===== src/sv/frp_pkg.sv =====
package frp_pkg;

  // cordic datapath: sign, guard bits and 40 fraction bits
  localparam int XY_W = 43;
  localparam int XY_FRAC = 40;

  typedef logic signed [XY_W-1:0] xy_t;

  // inverse cordic gain in q40
  localparam xy_t INV_GAIN = 43'sd667681663043;

  // pi in q60, used to turn radians into turns
  localparam logic [63:0] PI_Q60 = 64'h3243F6A8885A308D;

  // number of polarization lanes: ll, rr, lr, rl
  localparam int LANES = 4;

  typedef enum logic [1:0] {
    MOUNT_NONE  = 2'd0,
    MOUNT_CASS  = 2'd1,
    MOUNT_NAS_L = 2'd2,
    MOUNT_NAS_R = 2'd3
  } mount_t;

  typedef enum logic [1:0] {
    QUAD_0   = 2'd0,
    QUAD_90  = 2'd1,
    QUAD_180 = 2'd2,
    QUAD_270 = 2'd3
  } quad_t;

  // station angle: parallactic angle plus mount factor times elevation
  function automatic logic [31:0] station_angle(logic [31:0] par, logic [31:0] el,
                                                mount_t mount);
    logic [31:0] a;
    a = par;
    unique case (mount)
      MOUNT_NONE:  a = par;
      MOUNT_CASS:  a = par;
      MOUNT_NAS_L: a = par - el;
      MOUNT_NAS_R: a = par + el;
    endcase
    return a;
  endfunction

  // atan(2^-i) for i >= 1 in units of 2^-64 turn, elaboration only
  function automatic logic [63:0] atan_turn64(int unsigned i);
    longint      acc;
    logic [63:0] rem;
    logic [63:0] quo;
    logic [63:0] dvs;
    logic [63:0] qt;
    logic [63:0] r2;
    int unsigned p;
    int unsigned top;
    acc = 0;
    for (int unsigned k = 0; k < 64; k++) begin
      p = i * (2 * k + 1);
      if (p <= 62) begin
        // floor(2^(62-p) / (2k+1)) by shift and subtract
        dvs = 64'(2 * k + 1);
        top = 62 - p;
        r2 = '0;
        qt = '0;
        for (int b = 62; b >= 0; b--) begin
          r2 = (r2 << 1) | 64'(b == int'(top));
          qt = qt << 1;
          if (r2 >= dvs) begin
            r2 = r2 - dvs;
            qt = qt | 64'd1;
          end
        end
        if (k[0]) acc = acc - longint'(qt);
        else acc = acc + longint'(qt);
      end
    end
    // radians to turns: times 2/pi by long division
    rem = 64'(acc);
    quo = '0;
    for (int unsigned n = 0; n < 61; n++) begin
      rem = rem << 1;
      quo = quo << 1;
      if (rem >= PI_Q60) begin
        rem = rem - PI_Q60;
        quo = quo | 64'd1;
      end
    end
    return quo;
  endfunction

  // rotation table entry rounded to ab bits per turn
  function automatic logic [63:0] atan_entry(int unsigned i, int unsigned ab);
    logic [63:0] t64;
    logic [63:0] half;
    t64 = (i == 0) ? (64'd1 << 61) : atan_turn64(i);
    half = 64'd1 << (63 - ab);
    return (t64 + half) >> (64 - ab);
  endfunction

endpackage


===== src/sv/frp_rot_stage.sv =====
module frp_rot_stage #(
  parameter int ANGLE_BITS = 32,
  parameter int STAGE = 0,
  parameter logic [ANGLE_BITS-1:0] ATAN = '0
) (
  input  logic                  clk,
  input  logic                  rst_n,
  input  logic                  en,
  input  logic                  vld_i,
  input  frp_pkg::xy_t          x_i [frp_pkg::LANES],
  input  frp_pkg::xy_t          y_i [frp_pkg::LANES],
  input  logic [ANGLE_BITS-1:0] z_i [frp_pkg::LANES],
  input  frp_pkg::quad_t        q_i [frp_pkg::LANES],
  output logic                  vld_o,
  output frp_pkg::xy_t          x_o [frp_pkg::LANES],
  output frp_pkg::xy_t          y_o [frp_pkg::LANES],
  output logic [ANGLE_BITS-1:0] z_o [frp_pkg::LANES],
  output frp_pkg::quad_t        q_o [frp_pkg::LANES]
);

  logic                  vld_r;
  frp_pkg::xy_t          x_r   [frp_pkg::LANES];
  frp_pkg::xy_t          y_r   [frp_pkg::LANES];
  logic [ANGLE_BITS-1:0] z_r   [frp_pkg::LANES];
  frp_pkg::quad_t        q_r   [frp_pkg::LANES];
  frp_pkg::xy_t          x_nxt [frp_pkg::LANES];
  frp_pkg::xy_t          y_nxt [frp_pkg::LANES];
  logic [ANGLE_BITS-1:0] z_nxt [frp_pkg::LANES];

  // one micro-rotation per lane, direction from the sign of z
  always_comb begin
    frp_pkg::xy_t dx;
    frp_pkg::xy_t dy;
    for (int l = 0; l < frp_pkg::LANES; l++) begin
      dx = y_i[l] >>> STAGE;
      dy = x_i[l] >>> STAGE;
      if (!z_i[l][ANGLE_BITS-1]) begin
        x_nxt[l] = x_i[l] - dx;
        y_nxt[l] = y_i[l] + dy;
        z_nxt[l] = z_i[l] - ATAN;
      end else begin
        x_nxt[l] = x_i[l] + dx;
        y_nxt[l] = y_i[l] - dy;
        z_nxt[l] = z_i[l] + ATAN;
      end
    end
  end

  // stage valid
  always_ff @(posedge clk) begin
    if (!rst_n) begin
      vld_r <= 1'b0;
    end else if (en) begin
      vld_r <= vld_i;
    end
  end

  // stage payload
  always_ff @(posedge clk) begin
    if (en) begin
      x_r <= x_nxt;
      y_r <= y_nxt;
      z_r <= z_nxt;
      q_r <= q_i;
    end
  end

  assign vld_o = vld_r;
  assign x_o   = x_r;
  assign y_o   = y_r;
  assign z_o   = z_r;
  assign q_o   = q_r;

endmodule


===== config.mk =====
export PLATFORM = sky130hd
export DESIGN_NAME = frp_rot_stage
export DESIGN_NICKNAME = d
export VERILOG_FILES = /design/src/sv/frp_pkg.sv /design/src/sv/frp_rot_stage.sv
export SDC_FILE = /design/constraint.sdc
export NUM_CORES = 2
export LEC_CHECK = 0
export ABC_AREA = 1
export BUFFER_PORTS_ARGS = -buffer_cell sky130_fd_sc_hd__buf_2
export CORE_AREA = 2 2 381 383
export DETAILED_ROUTE_END_ITERATION = 8
export DIE_AREA = 0 0 383 385
export GPL_TIMING_DRIVEN = 0
export PLACE_DENSITY_LB_ADDON = 0.1
export SYNTH_ARGS = -nofsm -noshare
export SYNTH_HDL_FRONTEND = slang
export SYNTH_SLANG_ARGS = --single-unit

===== constraint.sdc =====
create_clock -name clk -period 3.1 [get_ports clk]
set_clock_uncertainty 0.05 [all_clocks]
set_input_delay 0.62 -clock clk [delete_from_list [all_inputs] [get_ports clk]]
set_output_delay 0.62 -clock clk [all_outputs]
set_load 0.05 [all_outputs]

# ---- Yosys cells after proc, flatten, opt, wreduce, memory -nomap -nowiden
# Index checks and enable logic that the tools add are counted.
# W data, S select, Z words.
dict set report op_classes {
  mux 8
  add_sub_neg 12
}
# cell n
set op_table {}
lappend op_table {{$mux W43} 8}
lappend op_table {{$sub A43 B43 Y43} 8}
lappend op_table {{$add A43 B43 Y43} 4}
dict set report word_totals {
  output_inout_bits 481
  register_bits 481
  input_bits 484
}

# ---- Longest topological paths before layout
dict set report logic_depth {
  word_depth 2
  mapped_depth 17
  ltp_nobuf 17
}

# ---- Least setup slack after synthesis
# Ideal clock, no wire load.
dict set report synth_path {
  kind {input to register}
  startpoint {in x_i[0] (netlist name)}
  endpoint {reg x_r, in the netlist x_o[32], data pin}
  path_buffers 0
  slack_ns 0.636
  setup_time_ns 0.253
  stages 13
  t_arrival_ns 2.161
  path_cell_list {inv_1 ha_1 fa_1 o21ai_0 nand2_1 nand2_1 nand2_1 nand2_1 nand2_1 nand2_1 nand2_1 nand3_1 nand2_1}
}
# element line_no
set synth_rtl {}
lappend synth_rtl {{start, declared} frp_rot_stage.sv:10} ;# input frp_pkg::xy_t x_i [frp_pkg::LANES],
lappend synth_rtl {{end signal, assigned} frp_rot_stage.sv:61} ;# x_r <= x_nxt;
lappend synth_rtl {{end, declared} frp_rot_stage.sv:22} ;# frp_pkg::xy_t x_r [frp_pkg::LANES];

==> results.tsv <==
stage	metric	value	unit
yosys	syn_nets	10100	
worst_setup_path	arrival	3.34	ns
finish	area_growth	16.5	%
cts	clock_tree.root_cell	clkbuf_16	
yosys	synth-seq-area-share	25.1	%
outcome	outcome	complete, no violations	
worst_setup_path	critPathMaxFanout	4	
sta	period_needed	3.06	ns
finish	seq_area	14300	µm²
placement	portBuffers	964	
detailed_routing	route.detailed.drc	0	
yosys	synthDistinctLibCells	48	
cts	cts_made_buffers	56	
finish	multi_input_area	35400	µm²
yosys	ys.warnings.count	0	
floorplanning	die_w	383	µm
detailed_routing	drt_iter0_markers	6667	
floorplanning	dieArea	147000	µm²
global_route	grt_pass1_vias	60100	
detailed_routing	drt_pass1_iterations	8	
sta	finalCritPeriodShare	98.6	%
global_route	overflow	0	
detailed_routing	antenna_left	0	
sta	hold_viol	0	
floorplanning	start_util	39.8	%
cts	holdBufCountCts	0	
cts	clock-sinks	477	
pwr	power_leakage	35.5	nW
floorplanning	rows	139	
global_route	antenna_found_initial	87	
finish	fin_cells	12000	
placement	dp.cells	11900	
pwr	p_per_area	449	nW/µm²
global_route	grt_max_degree	121	
sta	rsz0062_at_grt	false	
floorplanning	die_h	385	µm
yosys	avgSynthCellArea	6.30	µm²
sta	slew-limit-headroom	6.22	%
detailed_routing	via_count	64600	
global_route	grt_first_pass_wirelength	402000	µm
sta	slew_viol_final	0	
detailed_routing	drt-vias-per-instance	5.36	
cts	clockBufferDepth	3	
pwr	peakVddDrop	0.000547	V
sta	timing.fmax	327	MHz
cts	insertion_delay	0.66	ns
flow_run	drv_cap	0	
global_route	grt_util_all_layers	37.5	%
floorplanning	io_pins	965	
hold_path	hp-class	in2reg	
cts	cts_tree	yes	
worst_setup_path	endpoint_kind	register	
detailed_routing	avgRoutedWirePerCell	24.0	µm
yosys	synthCells	9033	
worst_setup_path	crit_path_start_kind	primary input	
sta	tightest_slew	1.41	ns
detailed_routing	routed_wl	289000	µm
yosys	synth-main-ff-cell	edfxtp_1	
placement	place_congestion	1.06	
worst_setup_path	required	3.39	ns
finish	n_fill_cell	15400	
placement	dp_hpwl	248000	µm
sta	finalSetupViolCount	0	
floorplanning	core-area	143000	µm²
finish	postLayoutCoreUtil	46.3	%
yosys	synth-edff-count	476	
cts	clk_pin_slew	0.06	ns
cts	htreeDepth	2	
finish	drive_gt1_share	14.9	%
yosys	synth_seq_cells	477	
finish	nNetsFinal	11100	
worst_setup_path	critPathKind	in2reg	
yosys	syn_area	56900	µm²
yosys	async_flop_share	0	%
metrics by stage:
stage               cell area (µm²)  hold slack (ns)  setup WS, ns  setup TNS [ns]  total power, mW
floorplan                     56900            0.663         0.636               0             17.4
global placement              64100            0.476         -6.08        -2850.22             22.4
detailed placement            64300            0.507        -0.566          -28.88             22.3
CTS                           66200           0.0109         0.144               0             29.7
global route                  66300           0.0304       0.00715               0             31.1
finish                        66300           0.0532        0.0440               0             29.8
power breakdown:
part,total (mW),switching (mW),internal (mW),leakage [nW]
Combinational,14.1,10.7,3.41,29.9
Sequential,8.44,0.292,8.15,4.66
Clock,7.22,2.97,4.25,0.953
Total,29.8,14.0,15.8,35.5
synth_stat cells, types with 2 or more instances:
cell type  number  area (µm²)
clkbuf_1       42         158
o21a_1         12        90.1
mux2i_1         9        90.1
a21oi_1       542        2710
buf_4         100         751
o21ai_0       372        1860
nor4_1          4        25.0
and2_1         17         106
nand3_1       800        4000
or2_2           2        12.5
nor3_1         35         175
o21ai_1        35         175
nand2_1      2956       11100
clkinv_1        3        11.3
o21ai_2        16         140
nand2_2        46         288
a21oi_2        19         166
ha_1          564        7060
inv_2          15        56.3
buf_2          49         245
o211ai_1        7        52.6
nand2_4        10         113
nand3_2        23         230
nor3_2         11         110
or2_0           5        31.3
xor2_1        102         893
nor2_1        864        3240
buf_6          33         372
nand4_1        76         475
nor2_2         95         594
inv_1        1500        5630
nor2_4          9         101
fa_1           12         240
a21boi_1        2        15.0
and2_2          3        22.5
o21bai_1       87         653
edfxtp_1      476       14300
o211ai_2       13         163
o22ai_1        39         244
xnor2_1         9        78.8
or2_1           4        25.0
a21boi_0        3        22.5
nand3b_1        7        52.6
layout make-up:
class | instances | share of cell area, %
Multi-Input combinational cell | 6812 | 53.4
Sequential cell | 477 | 21.6
Inverter | 1518 | 8.59
Timing Repair Buffer | 969 | 7.47
Tap cell | 1903 | 3.59
Buffer | 226 | 2.31
Clock buffer | 65 | 2.23
Clock inverter | 37 | 0.736
Antenna cell | 34 | 0.128
final timing paths:
check | from | to | slack [ns] | cells after the start
hold reg to reg | vld_o | vld_o | 0.52 | 2
setup / recovery | x_i[0] | y_o[12] | 0.04 | 10
hold / removal | z_i[23] | z_o[23] | 0.05 | 1
setup reg to reg | vld_o | vld_o | 2.37 | 2
repair_timing:
action,CTS,global route
buffers inserted,0,0
resized for setup,0,2
endpoints found under the setup margin,0,2
sequential cells by signal (all words and copies together), names as in the netlist:
signal	flops
y_o	169
x_o	171
z_o	128
vld_o	1
q_o	8
placed cells by master (no fill, tap or decap), types with 19 or more instances in the layout:
master | synthesis | final
nor2_1 | 864 | 864
edfxtp_1 | 476 | 476
a21oi_1 | 542 | 542
o22ai_1 | 39 | 39
buf_4 | 100 | 101
ha_1 | 564 | 564
buf_2 | 49 | 1012
o21bai_1 | 87 | 87
nand4_1 | 76 | 76
o21ai_0 | 372 | 371
diode_2 | 0 | 34
nand2_1 | 2956 | 2956
inv_1 | 1500 | 1500
nor2_2 | 95 | 95
nand3_1 | 800 | 800
o21ai_1 | 35 | 35
clkbuf_16 | 0 | 58
nand2_2 | 46 | 46
clkbuf_1 | 42 | 49
nand3_2 | 23 | 23
a21oi_2 | 19 | 19
nor3_1 | 35 | 35
xor2_1 | 102 | 102
buf_6 | 33 | 33
cells by family after synthesis:
logic type | count (synthesis) | share of synthesized area [%]
flops | 477 | 25.1
mux | 9 | 0.158
xor+xnor | 111 | 1.71
simple gates | 4968 | 36.4
buf+inv | 1744 | 12.7
fa+ha+maj | 576 | 12.8
compound gates | 1148 | 11.1
metal layers:
layer	GRT usage, %	part of all wire (%)	vias up
met5	0	0.11	-
met4	18.2	5.5	46
li1	-	-	30600
met1	48.3	41	30000
met3	7.91	9.6	610
met2	59.6	44	3286
worst max-delay path: stages:
cell	delay, ns
buf_2	0.12
ha_1	0.31
fa_1	0.58
inv_1	0.19
nand2_1	0.07
nand2_1	0.11
inv_1	0.12
o211ai_2	0.33
xor2_1	0.12
o21ai_0	0.76
Note: power is estimated with default switching activity, not from simulation.
